**src/mbrp_pkg.sv**
```systemverilog
// Package for the boot sector partition table parser.
// Holds sector layout constants, partition type codes and the shared structs.
// No dependencies.
`timescale 1ns / 1ps

package mbrp_pkg;

  // Sector layout, in byte offsets from the start of the sector.
  localparam logic [9:0] SECTOR_BYTES    = 10'd512;
  localparam logic [9:0] TABLE_START     = 10'h1BE;
  localparam logic [9:0] SIG_OFFSET      = 10'h1FE;
  localparam logic [9:0] SIG_HIGH_OFFSET = 10'h1FF;

  // The 64 table bytes are kept as 16 little-endian words, four per entry.
  localparam int TableWords = 16;

  // Signature bytes.
  localparam logic [7:0] SIG_LOW_BYTE  = 8'h55;
  localparam logic [7:0] SIG_HIGH_BYTE = 8'hAA;

  // Partition type codes.
  localparam logic [7:0] TYPE_EMPTY   = 8'h00;
  localparam logic [7:0] TYPE_EXT_CHS = 8'h05;
  localparam logic [7:0] TYPE_EXT_LBA = 8'h0F;

  // Result kinds.
  localparam logic KIND_ENTRY   = 1'b0;
  localparam logic KIND_SUMMARY = 1'b1;

  // Configuration defaults.
  localparam int         MaxPartitions     = 16;
  localparam logic [4:0] MAX_ENTRIES_RESET = 5'd16;

  // One finished sector, handed from the byte front end to the table walker.
  typedef struct packed {
    logic        is_ext;
    logic [31:0] lba;
    logic        sig_ok;
  } job_t;

  // Word write into the partition table memory.
  typedef struct packed {
    logic        we;
    logic [3:0]  addr;
    logic [31:0] data;
  } tbl_wr_t;

  function automatic logic is_ext_type(input logic [7:0] t);
    return (t == TYPE_EXT_CHS) || (t == TYPE_EXT_LBA);
  endfunction

endpackage

```
**src/mbrp_if.sv**
```systemverilog
// Handshake interfaces of the partition table parser: sector bytes in,
// results out and the configuration write channel. No dependencies.
`timescale 1ns / 1ps

interface mbrp_sector_if;
  logic        valid;
  logic        ready;
  logic [7:0]  data_byte;
  logic        first_byte;
  logic        ebr_sector;
  logic [31:0] sector_lba;

  modport source (output valid, data_byte, first_byte, ebr_sector, sector_lba,
                  input ready);
  modport sink (input valid, data_byte, first_byte, ebr_sector, sector_lba,
                output ready);
endinterface

interface mbrp_result_if;
  logic        valid;
  logic        ready;
  logic        kind;
  logic [7:0]  boot_flag;
  logic [7:0]  part_type;
  logic [31:0] start_lba;
  logic [31:0] sector_total;
  logic [31:0] next_sector_lba;
  logic        more_to_scan;
  logic        signature_ok;
  logic [4:0]  entries_total;
  logic        last;

  modport source (output valid, kind, boot_flag, part_type, start_lba, sector_total,
                  next_sector_lba, more_to_scan, signature_ok, entries_total, last,
                  input ready);
  modport sink (input valid, kind, boot_flag, part_type, start_lba, sector_total,
                next_sector_lba, more_to_scan, signature_ok, entries_total, last,
                output ready);
endinterface

interface mbrp_cfg_if;
  logic       valid;
  logic       ready;
  logic [4:0] max_entries;

  modport source (output valid, max_entries, input ready);
  modport sink (input valid, max_entries, output ready);
endinterface

```
**src/mbrp_front.sv**
```systemverilog
// Byte front end: counts sector bytes, packs table bytes into words and
// hands each finished sector on as a job. Depends on mbrp_pkg and mbrp_if.
`timescale 1ns / 1ps

module mbrp_front import mbrp_pkg::*; (
  input  logic          clk,
  input  logic          rst,
  mbrp_sector_if.sink   sector,
  input  logic          back_busy,
  output job_t          job,
  output logic          job_push,
  output tbl_wr_t       tbl_wr
);

  logic [9:0]  byte_index;
  logic        is_ext;
  logic [31:0] this_lba;
  logic [7:0]  sig_low;
  logic [23:0] asm_word;

  logic        accept;
  logic [9:0]  idx;
  logic        active;
  logic        in_table;
  logic [5:0]  offset;
  logic        in_zone;

  // Hold off bytes from the table start to the sector end while the walker still reads the previous table.
  assign in_zone      = (byte_index >= TABLE_START) && !byte_index[9];
  assign sector.ready = !(in_zone && back_busy);
  assign accept       = sector.valid && sector.ready;

  // Position of the byte now offered; a first byte restarts the count.
  assign idx      = sector.first_byte ? 10'd0 : byte_index;
  assign active   = !idx[9];
  assign in_table = active && (idx >= TABLE_START) && (idx < SIG_OFFSET);
  assign offset   = 6'(idx - TABLE_START);

  // A table word is written when its fourth byte arrives.
  assign tbl_wr.we   = accept && in_table && (offset[1:0] == 2'd3);
  assign tbl_wr.addr = offset[5:2];
  assign tbl_wr.data = {sector.data_byte, asm_word};

  // The last byte of the sector closes the job.
  assign job_push   = accept && active && (idx == SIG_HIGH_OFFSET);
  assign job.is_ext = is_ext;
  assign job.lba    = this_lba;
  assign job.sig_ok = (sig_low == SIG_LOW_BYTE) && (sector.data_byte == SIG_HIGH_BYTE);

  // Byte counter and per-sector attributes.
  always_ff @(posedge clk) begin
    if (rst) begin
      byte_index <= SECTOR_BYTES;
      is_ext     <= 1'b0;
      this_lba   <= 32'd0;
      sig_low    <= 8'd0;
    end else if (accept) begin
      if (sector.first_byte) begin
        is_ext   <= sector.ebr_sector;
        this_lba <= sector.sector_lba;
      end
      if (active) begin
        byte_index <= idx + 10'd1;
      end
      if (active && (idx == SIG_OFFSET)) begin
        sig_low <= sector.data_byte;
      end
    end
  end

  // Collect the low three bytes of each table word.
  always_ff @(posedge clk) begin
    if (accept && in_table) begin
      case (offset[1:0])
        2'd0: asm_word[7:0]   <= sector.data_byte;
        2'd1: asm_word[15:8]  <= sector.data_byte;
        2'd2: asm_word[23:16] <= sector.data_byte;
        default: ;
      endcase
    end
  end

endmodule

```
**src/mbrp_queue.sv**
```systemverilog
// Two-entry job queue between the byte front end and the table walker.
// Depends on mbrp_pkg.
`timescale 1ns / 1ps

module mbrp_queue import mbrp_pkg::*; (
  input  logic clk,
  input  logic rst,
  input  job_t push_data,
  input  logic push,
  output job_t pop_data,
  output logic pop_valid,
  input  logic pop
);

  job_t       slots [2];
  logic       wr_ptr;
  logic       rd_ptr;
  logic [1:0] count;

  assign pop_valid = (count != 2'd0);
  assign pop_data  = slots[rd_ptr];

  // Pointers and fill count.
  always_ff @(posedge clk) begin
    if (rst) begin
      wr_ptr <= 1'b0;
      rd_ptr <= 1'b0;
      count  <= 2'd0;
    end else begin
      if (push) begin
        wr_ptr <= !wr_ptr;
      end
      if (pop && pop_valid) begin
        rd_ptr <= !rd_ptr;
      end
      if (push && !(pop && pop_valid)) begin
        count <= count + 2'd1;
      end else if (!push && pop && pop_valid) begin
        count <= count - 2'd1;
      end
    end
  end

  // Job storage.
  always_ff @(posedge clk) begin
    if (push) begin
      slots[wr_ptr] <= push_data;
    end
  end

endmodule

```
**src/mbrp_back.sv**
```systemverilog
// Table walker: holds the partition table memory, walks the entries of one
// job and emits entry and summary items. Depends on mbrp_pkg and mbrp_if.
`timescale 1ns / 1ps

module mbrp_back import mbrp_pkg::*; #(
  parameter int MAX_PARTITIONS = MaxPartitions
) (
  input  logic          clk,
  input  logic          rst,
  input  logic [4:0]    max_entries,
  input  tbl_wr_t       tbl_wr,
  input  job_t          job,
  input  logic          job_valid,
  output logic          job_pop,
  output logic          busy,
  mbrp_result_if.source result
);

  localparam logic [2:0] ST_IDLE    = 3'd0;
  localparam logic [2:0] ST_LOAD    = 3'd1;
  localparam logic [2:0] ST_WAIT    = 3'd2;
  localparam logic [2:0] ST_EVAL    = 3'd3;
  localparam logic [2:0] ST_SUMMARY = 3'd4;

  logic [31:0] table_mem [TableWords];
  logic [31:0] rdata;
  logic        rd_valid;
  logic [1:0]  rd_word;
  logic [31:0] ent_words [4];

  logic [2:0]  state;
  logic [1:0]  ent;
  logic [1:0]  wcnt;
  job_t        cur;
  logic [4:0]  entry_count;
  logic [31:0] ext_base;
  logic        more_r;
  logic [31:0] next_r;

  logic        out_valid;
  logic        out_kind;
  logic [7:0]  out_boot;
  logic [7:0]  out_type;
  logic [31:0] out_start;
  logic [31:0] out_total;
  logic [31:0] out_next;
  logic        out_more;
  logic        out_sig;
  logic [4:0]  out_count;
  logic        out_last;

  logic [4:0]  lim;
  logic        below_lim;
  logic        can_emit;
  logic [7:0]  w_boot;
  logic [7:0]  w_type;
  logic [31:0] w_start;
  logic [31:0] w_size;
  logic        eval_emit;
  logic [4:0]  count_after;
  logic        emit_ent;
  logic        emit_sum;
  logic        sum_more;
  logic [31:0] sum_next;
  logic [31:0] ent_start;

  // Limit is the smaller of the register and the build-time maximum.
  assign lim = (32'(max_entries) > MAX_PARTITIONS) ? 5'(MAX_PARTITIONS) : max_entries;
  assign below_lim = entry_count < lim;

  // The output register is free when empty or being taken this cycle.
  assign can_emit = !out_valid || result.ready;

  assign job_pop = (state == ST_IDLE) && job_valid;
  assign busy    = (state != ST_IDLE);

  // Fields of the entry just loaded.
  assign w_boot  = ent_words[0][7:0];
  assign w_type  = ent_words[1][7:0];
  assign w_start = ent_words[2];
  assign w_size  = ent_words[3];

  // Decide whether the loaded entry is reported.
  always_comb begin
    if (!cur.is_ext) begin
      eval_emit = (w_type != TYPE_EMPTY) && !is_ext_type(w_type);
    end else begin
      eval_emit = (ent == 2'd0) && (w_type != TYPE_EMPTY) && (w_start != 32'd0);
    end
  end

  assign count_after = entry_count + 5'(eval_emit);
  assign emit_ent    = (state == ST_EVAL) && eval_emit && can_emit;
  assign emit_sum    = (state == ST_SUMMARY) && can_emit;
  assign ent_start   = cur.is_ext ? (cur.lba + w_start) : w_start;

  // Summary link fields.
  always_comb begin
    if (!cur.is_ext) begin
      sum_more = (ext_base != 32'd0) && below_lim;
      sum_next = sum_more ? ext_base : 32'd0;
    end else begin
      sum_more = more_r;
      sum_next = next_r;
    end
  end

  // Table memory: word writes from the front end, registered reads.
  always_ff @(posedge clk) begin
    if (tbl_wr.we) begin
      table_mem[tbl_wr.addr] <= tbl_wr.data;
    end
    if (state == ST_LOAD) begin
      rdata <= table_mem[{ent, wcnt}];
    end
  end

  // Capture read words into the entry holding register.
  always_ff @(posedge clk) begin
    if (rd_valid) begin
      ent_words[rd_word] <= rdata;
    end
    rd_word <= wcnt;
  end

  // Walker sequencer.
  always_ff @(posedge clk) begin
    if (rst) begin
      state       <= ST_IDLE;
      ent         <= 2'd0;
      wcnt        <= 2'd0;
      rd_valid    <= 1'b0;
      entry_count <= 5'd0;
      ext_base    <= 32'd0;
      more_r      <= 1'b0;
      next_r      <= 32'd0;
      cur         <= '0;
    end else begin
      rd_valid <= (state == ST_LOAD);
      case (state)
        ST_IDLE: begin
          if (job_valid) begin
            cur    <= job;
            ent    <= 2'd0;
            wcnt   <= 2'd0;
            more_r <= 1'b0;
            next_r <= 32'd0;
            if (!job.is_ext) begin
              entry_count <= 5'd0;
              ext_base    <= 32'd0;
              state       <= (job.sig_ok && (lim != 5'd0)) ? ST_LOAD : ST_SUMMARY;
            end else begin
              state <= (job.sig_ok && below_lim) ? ST_LOAD : ST_SUMMARY;
            end
          end
        end
        ST_LOAD: begin
          wcnt <= wcnt + 2'd1;
          if (wcnt == 2'd3) begin
            state <= ST_WAIT;
          end
        end
        ST_WAIT: begin
          state <= ST_EVAL;
        end
        ST_EVAL: begin
          if (!(eval_emit && !can_emit)) begin
            entry_count <= count_after;
            if (!cur.is_ext) begin
              // Primary entries: extended types only record the chain base.
              if (is_ext_type(w_type)) begin
                ext_base <= w_start;
              end
              ent <= ent + 2'd1;
              if ((ent == 2'd3) || (count_after >= lim)) begin
                state <= ST_SUMMARY;
              end else begin
                state <= ST_LOAD;
              end
            end else if (ent == 2'd0) begin
              // Logical entry done; fetch the link entry.
              ent   <= 2'd1;
              state <= ST_LOAD;
            end else begin
              if (is_ext_type(w_type) && below_lim) begin
                more_r <= 1'b1;
                next_r <= ext_base + w_start;
              end
              state <= ST_SUMMARY;
            end
          end
        end
        ST_SUMMARY: begin
          if (can_emit) begin
            state <= ST_IDLE;
          end
        end
        default: state <= ST_IDLE;
      endcase
    end
  end

  // Output register valid flag.
  always_ff @(posedge clk) begin
    if (rst) begin
      out_valid <= 1'b0;
    end else if (emit_ent || emit_sum) begin
      out_valid <= 1'b1;
    end else if (result.ready) begin
      out_valid <= 1'b0;
    end
  end

  // Output register payload.
  always_ff @(posedge clk) begin
    if (emit_ent) begin
      out_kind  <= KIND_ENTRY;
      out_boot  <= w_boot;
      out_type  <= w_type;
      out_start <= ent_start;
      out_total <= w_size;
      out_next  <= 32'd0;
      out_more  <= 1'b0;
      out_sig   <= 1'b1;
      out_count <= count_after;
      out_last  <= 1'b0;
    end else if (emit_sum) begin
      out_kind  <= KIND_SUMMARY;
      out_boot  <= 8'd0;
      out_type  <= 8'd0;
      out_start <= 32'd0;
      out_total <= 32'd0;
      out_next  <= sum_next;
      out_more  <= sum_more;
      out_sig   <= cur.sig_ok;
      out_count <= entry_count;
      out_last  <= 1'b1;
    end
  end

  assign result.valid           = out_valid;
  assign result.kind            = out_kind;
  assign result.boot_flag       = out_boot;
  assign result.part_type       = out_type;
  assign result.start_lba       = out_start;
  assign result.sector_total    = out_total;
  assign result.next_sector_lba = out_next;
  assign result.more_to_scan    = out_more;
  assign result.signature_ok    = out_sig;
  assign result.entries_total   = out_count;
  assign result.last            = out_last;

  // The front end never overwrites the table while a job is pending or walked.
  a_no_table_overwrite: assert property (@(posedge clk) disable iff (rst)
    tbl_wr.we |-> (state == ST_IDLE) && !job_valid)
    else $error("table written while a sector is being walked");

  // The walker only leaves idle when a job is waiting.
  a_idle_needs_job: assert property (@(posedge clk) disable iff (rst)
    (state == ST_IDLE) && !job_valid |=> (state == ST_IDLE))
    else $error("walker started without a job");

  // Evaluation follows a completed entry load.
  a_eval_after_load: assert property (@(posedge clk) disable iff (rst)
    (state == ST_EVAL) |-> ($past(state) == ST_WAIT) || ($past(state) == ST_EVAL))
    else $error("entry evaluated before its words were read");

  // A reported entry always counts itself.
  a_entry_counted: assert property (@(posedge clk) disable iff (rst)
    out_valid && (out_kind == KIND_ENTRY) |-> (out_count != 5'd0) && !out_last)
    else $error("entry item with zero count or end mark");

endmodule

```
**src/mbr_ebr_partition_parser.sv**
```systemverilog
// Boot sector partition table parser, top level. Rate: one sector byte per
// cycle, except that table bytes are held off while the walker or its queue is
// busy. After byte 0x1FF the walker takes the sector, reads each entry (four
// reads through the single table memory port, one wait, one decision) and then
// emits the summary; results overlap the next sector. Reset (rst, sync,
// active high) makes the block idle until a first byte and sets max_entries 16.
`timescale 1ns / 1ps

module mbr_ebr_partition_parser import mbrp_pkg::*; #(
  parameter int MAX_PARTITIONS = MaxPartitions
) (
  input  logic          clk,
  input  logic          rst,
  mbrp_sector_if.sink   sector,
  mbrp_result_if.source result,
  mbrp_cfg_if.sink      cfg
);

  logic [4:0] max_entries;
  job_t       push_job;
  logic       push;
  job_t       head_job;
  logic       head_valid;
  logic       pop;
  logic       back_busy;
  tbl_wr_t    tbl_wr;

  // Configuration register; always ready.
  assign cfg.ready = 1'b1;

  always_ff @(posedge clk) begin
    if (rst) begin
      max_entries <= MAX_ENTRIES_RESET;
    end else if (cfg.valid) begin
      max_entries <= cfg.max_entries;
    end
  end

  // Byte front end.
  mbrp_front u_front (
    .clk       (clk),
    .rst       (rst),
    .sector    (sector),
    .back_busy (back_busy || head_valid),
    .job       (push_job),
    .job_push  (push),
    .tbl_wr    (tbl_wr)
  );

  // Job queue.
  mbrp_queue u_queue (
    .clk       (clk),
    .rst       (rst),
    .push_data (push_job),
    .push      (push),
    .pop_data  (head_job),
    .pop_valid (head_valid),
    .pop       (pop)
  );

  // Table walker.
  mbrp_back #(
    .MAX_PARTITIONS (MAX_PARTITIONS)
  ) u_back (
    .clk         (clk),
    .rst         (rst),
    .max_entries (max_entries),
    .tbl_wr      (tbl_wr),
    .job         (head_job),
    .job_valid   (head_valid),
    .job_pop     (pop),
    .busy        (back_busy),
    .result      (result)
  );

endmodule

```
**src/flat_wrapper.sv**
```systemverilog
// flat-port wrapper written by rule: the top's interface ports become plain ports
module mbr_ebr_partition_parser_flat import mbrp_pkg::*;
#(
  parameter int MAX_PARTITIONS = MaxPartitions
)
  (clk, rst, sector_valid, sector_data_byte, sector_first_byte, sector_ebr_sector, sector_sector_lba, sector_ready, result_valid, result_kind, result_boot_flag, result_part_type, result_start_lba, result_sector_total, result_next_sector_lba, result_more_to_scan, result_signature_ok, result_entries_total, result_last, result_ready, cfg_valid, cfg_max_entries, cfg_ready);
  mbrp_sector_if sector_i ();
  mbrp_result_if result_i ();
  mbrp_cfg_if cfg_i ();
  input  logic clk;
  input  logic rst;
  input wire logic [$bits(sector_i.valid)-1:0] sector_valid;
  input wire logic [$bits(sector_i.data_byte)-1:0] sector_data_byte;
  input wire logic [$bits(sector_i.first_byte)-1:0] sector_first_byte;
  input wire logic [$bits(sector_i.ebr_sector)-1:0] sector_ebr_sector;
  input wire logic [$bits(sector_i.sector_lba)-1:0] sector_sector_lba;
  output wire logic [$bits(sector_i.ready)-1:0] sector_ready;
  output wire logic [$bits(result_i.valid)-1:0] result_valid;
  output wire logic [$bits(result_i.kind)-1:0] result_kind;
  output wire logic [$bits(result_i.boot_flag)-1:0] result_boot_flag;
  output wire logic [$bits(result_i.part_type)-1:0] result_part_type;
  output wire logic [$bits(result_i.start_lba)-1:0] result_start_lba;
  output wire logic [$bits(result_i.sector_total)-1:0] result_sector_total;
  output wire logic [$bits(result_i.next_sector_lba)-1:0] result_next_sector_lba;
  output wire logic [$bits(result_i.more_to_scan)-1:0] result_more_to_scan;
  output wire logic [$bits(result_i.signature_ok)-1:0] result_signature_ok;
  output wire logic [$bits(result_i.entries_total)-1:0] result_entries_total;
  output wire logic [$bits(result_i.last)-1:0] result_last;
  input wire logic [$bits(result_i.ready)-1:0] result_ready;
  input wire logic [$bits(cfg_i.valid)-1:0] cfg_valid;
  input wire logic [$bits(cfg_i.max_entries)-1:0] cfg_max_entries;
  output wire logic [$bits(cfg_i.ready)-1:0] cfg_ready;
  assign sector_i.valid = sector_valid;
  assign sector_i.data_byte = sector_data_byte;
  assign sector_i.first_byte = sector_first_byte;
  assign sector_i.ebr_sector = sector_ebr_sector;
  assign sector_i.sector_lba = sector_sector_lba;
  assign sector_ready = sector_i.ready;
  assign result_valid = result_i.valid;
  assign result_kind = result_i.kind;
  assign result_boot_flag = result_i.boot_flag;
  assign result_part_type = result_i.part_type;
  assign result_start_lba = result_i.start_lba;
  assign result_sector_total = result_i.sector_total;
  assign result_next_sector_lba = result_i.next_sector_lba;
  assign result_more_to_scan = result_i.more_to_scan;
  assign result_signature_ok = result_i.signature_ok;
  assign result_entries_total = result_i.entries_total;
  assign result_last = result_i.last;
  assign result_i.ready = result_ready;
  assign cfg_i.valid = cfg_valid;
  assign cfg_i.max_entries = cfg_max_entries;
  assign cfg_ready = cfg_i.ready;
  mbr_ebr_partition_parser #(.MAX_PARTITIONS(MAX_PARTITIONS)) u_core (.clk(clk), .rst(rst), .sector(sector_i), .result(result_i), .cfg(cfg_i));
endmodule
```
**config.mk**
```make
export PLATFORM = sky130hd
export DESIGN_NAME = mbr_ebr_partition_parser_flat
export DESIGN_NICKNAME = d
export VERILOG_FILES = /design/src/mbrp_pkg.sv /design/src/mbrp_if.sv /design/src/mbrp_front.sv /design/src/mbrp_queue.sv /design/src/mbrp_back.sv /design/src/mbr_ebr_partition_parser.sv /design/src/flat_wrapper.sv
export SDC_FILE = /design/constraint.sdc
export NUM_CORES = 1
export LEC_CHECK = 0
export BUFFER_PORTS_ARGS = -buffer_cell sky130_fd_sc_hd__buf_2
export CORE_AREA = 2 2 348 247
export DETAILED_ROUTE_END_ITERATION = 16
export DIE_AREA = 0 0 350 249
export PLACE_DENSITY_LB_ADDON = 0.2
export SLEW_MARGIN = 10
export SYNTH_ARGS = -nofsm -noshare
export SYNTH_HDL_FRONTEND = slang
export SYNTH_HIERARCHICAL = 1
export SYNTH_SLANG_ARGS = --single-unit
```
**constraint.sdc**
```tcl
create_clock -name clk -period 16.7 [get_ports clk]
set_input_delay 0.835 -clock clk [delete_from_list [all_inputs] [get_ports clk]]
set_output_delay 0.835 -clock clk [all_outputs]
set_load 0.005 [all_outputs]
```
# Yosys cells after proc, flatten, opt, wreduce, memory -nomap -nowiden
# Memory sizes are Yosys's and may differ from the RTL's. A register that Yosys moved wholly into a read port is not among the register bits.
# Cells that the tools add are included.
# classes
n_reduce_logical	69
eq_ne	26
n_lt_le_gt_ge	6
mux	66
addsub	9
n_bitwise	1
# ops
cell	n
two-way mux 32 bit	16
case mux 32 bit (2 select lines)	2
adder 32 bit	2
nonzero test 32 bit	2
two-way mux 3 bit	10
two-way mux 5 bit	6
logical AND 1 bit	27
two-way mux 8 bit	3
== test 10 x 9 -> 1 bit, second input constant	2
>= comparator 10 x 9 -> 1 bit, second input constant	2
two-way mux 1 bit	17
AND reduction 2 bit	8
case mux 3 bit (5 select lines)	1
!= test 2 bit, second input constant	7
two-way mux 2 bit	6
AND reduction 4 bit	3
AND reduction 6 bit	2
nonzero test 2 bit	6
adder 10 x 1 -> 10 bit, second input constant	1
logical NOT 1 bit	10
less-than comparator 10 x 9 -> 1 bit, second input constant	1
two-way mux 10 bit	1
case mux 5 bit (2 select lines)	1
== test 2 bit, second input constant	4
26 further kinds	37
# word_totals
in_bits	52
mem_count	3
ff_bits	319
output_inout_bits	124
ramBits	708
# mem_list
memory	words	word_bits	rd	rd_ports_with_merged_regs	wr	line	rtl
u_core.u_back.table_mem	16	32	1	1	1	mbrp_back.sv:25	logic [31:0] table_mem [TableWords];
u_core.u_back.ent_words	4	32	4	0	1	mbrp_back.sv:29	logic [31:0] ent_words [4];
u_core.u_queue.slots	2	34	1	1	1	mbrp_queue.sv:15	job_t slots [2];

# Longest topological paths before layout
# An unclocked memory read counts as a cell.
# depth
ltp_word	13
mapped_depth	16

# Hierarchy
# Netlist, hierarchy kept.
# modules_own_cells
module	area_each_um2	instances	cells_per_inst
mbrp_back	35098.7	1	2227
mbrp_front	3402.0	1	344
mbrp_queue	2831.5	1	130
mbr_ebr_partition_parser	201.4	1	19

# Worst setup path after synthesis
# OpenSTA, ideal clock, no wires.
# synth_timing
path_type	flip-flop to flip-flop
startpoint	register u_core.u_back.state[0]
endpoint	memory u_core.u_back.table_mem[0][0] (enable)
t_required_ns	16.239
setup_slack_ns	11.460
period_less_slack_ns	5.240
arrival_time_ns	4.779
path_stages_with_launch	12
setup_time_ns	0.461
cell_sequence	dfxtp_1 buf_2 nor3_1 inv_1 or2_2 and4b_1 buf_2 nand4_1 nand2_1 nor3_1 or3b_2 nor3_1
# synth_rtl
element	line	rtl
start, declared	mbrp_back.sv:31	logic [2:0] state;
start signal, assigned	mbrp_back.sv:151	state <= (job.sig_ok && (lim != 5'd0)) ? ST_LOAD : ST_SUMMARY;
start signal, assigned	mbrp_back.sv:153	state <= (job.sig_ok && below_lim) ? ST_LOAD : ST_SUMMARY;
end, declared	mbrp_back.sv:25	

==> results.md <==
* Share of cells above drive strength 1 at 0.213
* Top cell type's share of synthesized area at 0.579
* Worst Setup End Kind: register
* Synthesized area per cell at 15.3 um^2
* H-tree depth at 3
* Post-synth top area cell: edfxtp_1
* Async SR Flop Fraction at 0
* Top-Level Pins at 176
* Cell variety after synth at 90
* Setup TNS at 0 ns
* Most common cell on crit path: nor3_1
* # nets final at 3,026
* Via count at 24,600
* Wirelength per Cell at 25.0 um
* Die area at 0.0872 mm^2
* Drt pass-1 iters at 6
* RePlAce Congestion at 0.934
* Area Overhead vs Synth at 13.2%
* Final core occ at 0.562
* Maximum VDD drop at 0.0708 mV
* Worst-margin pin slew at 1.24 ns
* Vias in the first global route at 23,300
* Clock latency on the worst-skew pair at 0.67 ns
* Worst reg-to-reg path cell count at 9
* Die X at 350 um
* Slowest cell on crit path: nor2_4
* PwrDens at 109 mW/mm^2
* Max-cap violations at 0
* Clock root cell: clkbuf_16
* ANT nets after route at 0
* Global route overflow at 0
* Post-cts sizing count at 0
* CP max FO at 32
* Vias/cell at 5.98
* Tightest Hold Check Type: in -> reg
* Area contributors post-synth: edfxtp_1 58%, dfxtp_1 10%, mux4_2 8.7%, ha_1 2.4%, nand2_1 2.3%
* Crit-path cells: nor3_1 > inv_1 > or2_2 > and4b_1 > nand4_1 > nand2_1 > nor3_1 > or3b_2 > nor2_4
* Initial antenna violation count at 5
* Number of synthesized flops with an enable pin at 801
* Leakage at 16.1 nW
* Initial DRC count at 2,710
* Slew Viols, Final at 0
* FILL cells at 6,521
* Peak Freq at 0.207 GHz
* DRC at 0
* Syn. warnings at 6
* Clk sink count at 1,012
* Post-CTS setup buffer count at 0
* Fin cells at 4,110
* Final instance area at 0.0470 mm^2
* Clock Tree Buf Depth at 3
* First-pass GRT wire length at 152 mm
* Sequential share of the synthesized area at 0.681
* Syn Nets at 2,855
* Die Y at 249 um
* WP data arrival at 5.10 ns
* Main flop type after synthesis: edfxtp_1
* Fin crit period at 4.83 ns
* Hold path cells at 2
* GRT Total Usage at 0.234
* Routed Wire Length at 103 mm
* HPWL after DPL at 66.9 mm
* Hold buffer count at CTS at 0
* Worst path max stage delay at 0.93 ns
* Cells after synthesis at 2,720
* TritonCTS clock tree: built
* RSZ-0062 raised after global routing: no
* Critical path class: reg -> reg
* Starting Density at 0.497
* DP Area at 0.0436 mm^2
* Largest net degree at the start of global routing at 98
* FF/Latch Area at 0.0283 mm^2
* Setup Viol. Count Final at 0
* Clk slew on worst S/H paths at 0.06 ns
* Clock Skew at 0.0198 ns
* Final hold violations at 0
* Critical Path RT at 16.97 ns
* TritonCTS Buffers at 96
* Status: completed
* Yosys reg bits at 1,012
* Multi-input logic area at 0.0125 mm^2
* Placed insts at 3,929
* Cell Rows at 89
* Core area at 0.0836 mm^2
* Startpoint Class: register
* Worst slack, placed at 11.98 ns
* Max_slew headroom at 0.174
* Top-count cell post-synth: edfxtp_1
* Final Cycle Share at 0.289
* Synth top cells by count: 801 x edfxtp_1, 258 x nand2_1, 211 x dfxtp_1
* Port bufs at 174
* Mapped Area at 0.0415 mm^2
* PnR worst setup slack at 11.87 ns
[area by class of cell]
| cell class | count | share of cell area |
|---|---|---|
| Antenna cell | 1 | 0.0000532 |
| Clock buffer | 119 | 0.0553 |
| Clock inverter | 60 | 0.0169 |
| Sequential cell | 1012 | 0.602 |
| Multi-Input combinational cell | 1525 | 0.267 |
| Timing Repair Buffer | 222 | 0.0265 |
| Inverter | 34 | 0.00271 |
| Tap cell | 1137 | 0.0303 |
[path summary, 6_finish.rpt]
path	start	endpoint	slack, ns
max reg2reg	u_core/u_back/state[2]	u_core/u_back/table_mem[3][18]	11.87
min reg2reg	u_core/u_front/this_lba[19]	u_core/u_queue/slots[0][20]	0.45
max	u_core/u_back/state[2]	u_core/u_back/table_mem[3][18]	11.87
min	cfg_max_entries[4]	u_core/max_entries[4]	0.40
[critical path: cells and delay by family (launching register included)]
| family | cells | cell delay, ns |
|---|---|---|
| simple gates | 8 | 3.77 |
| buf+inv | 1 | 0.18 |
| flops | 1 | 0.42 |
[state kept, by name, summed over array words and instances (netlist names), 8 cells and up, named ones only]
| signal | cells |
|---|---|
| u_core/u_back/cur | 34 |
| u_core/u_back/ent_words | 80 |
| u_core/u_back/ext_base | 32 |
| u_core/u_back/next_r | 32 |
| u_core/u_back/rdata | 32 |
| u_core/u_back/result.boot_flag | 8 |
| u_core/u_back/result.next_sector_lba | 32 |
| u_core/u_back/result.part_type | 8 |
| u_core/u_back/result.sector_total | 32 |
| u_core/u_back/result.start_lba | 32 |
| u_core/u_back/table_mem | 512 |
| u_core/u_front/asm_word | 24 |
| u_core/u_front/byte_index | 10 |
| u_core/u_front/sig_low | 8 |
| u_core/u_front/this_lba | 32 |
| u_core/u_queue/slots | 68 |
[cells in the final DEF, fill, tap and decap left out, types with 48 or more instances in the layout]
master,count
a21oi_1,160
and2_1,52
buf_2,173
buf_4,48
clkbuf_16,98
dfxtp_1,206
edfxtp_1,801
ha_1,81
mux2i_1,58
mux4_2,160
nand2_1,256
nand3_1,93
nor2_1,125
nor3_1,48
[per-stage QoR]
step | hold WS [ns] | power [mW]
2_1_floorplan | 0.354 | 2.80
3_3_place_gp | 0.436 | 2.83
3_5_place_dp | 0.438 | 2.83
4_1_cts | 0.374 | 5.15
5_1_grt | 0.382 | 5.25
6_report | 0.400 | 5.10
[routing by layer]
| layer | track usage | part of all wire | vias up |
|---|---|---|---|
| met4 | 0.0505 | 0.017 | 0 |
| met2 | 0.317 | 0.42 | 1009 |
| met3 | 0.0425 | 0.080 | 132 |
| met5 | 0 | 0 | - |
| li1 | - | - | 10900 |
| met1 | 0.388 | 0.48 | 12600 |
[report_power, final]
| group | switching (mW) | internal (mW) | total, mW |
|---|---|---|---|
| sequential | 0.00933 | 2.70 | 2.71 |
| clock | 0.962 | 1.37 | 2.33 |
| combinational | 0.0408 | 0.0245 | 0.0653 |
| total | 1.01 | 4.09 | 5.10 |
[cell families after synthesis]
kind of cell	synth area share
compound gates	0.0652
xor+xnor	0.0127
fa+ha+maj	0.0254
buf+inv	0.0210
flops	0.681
mux	0.113
other cells	0.0000903
simple gates	0.0823
No activity file was read; power rests on OpenSTA's default activity.
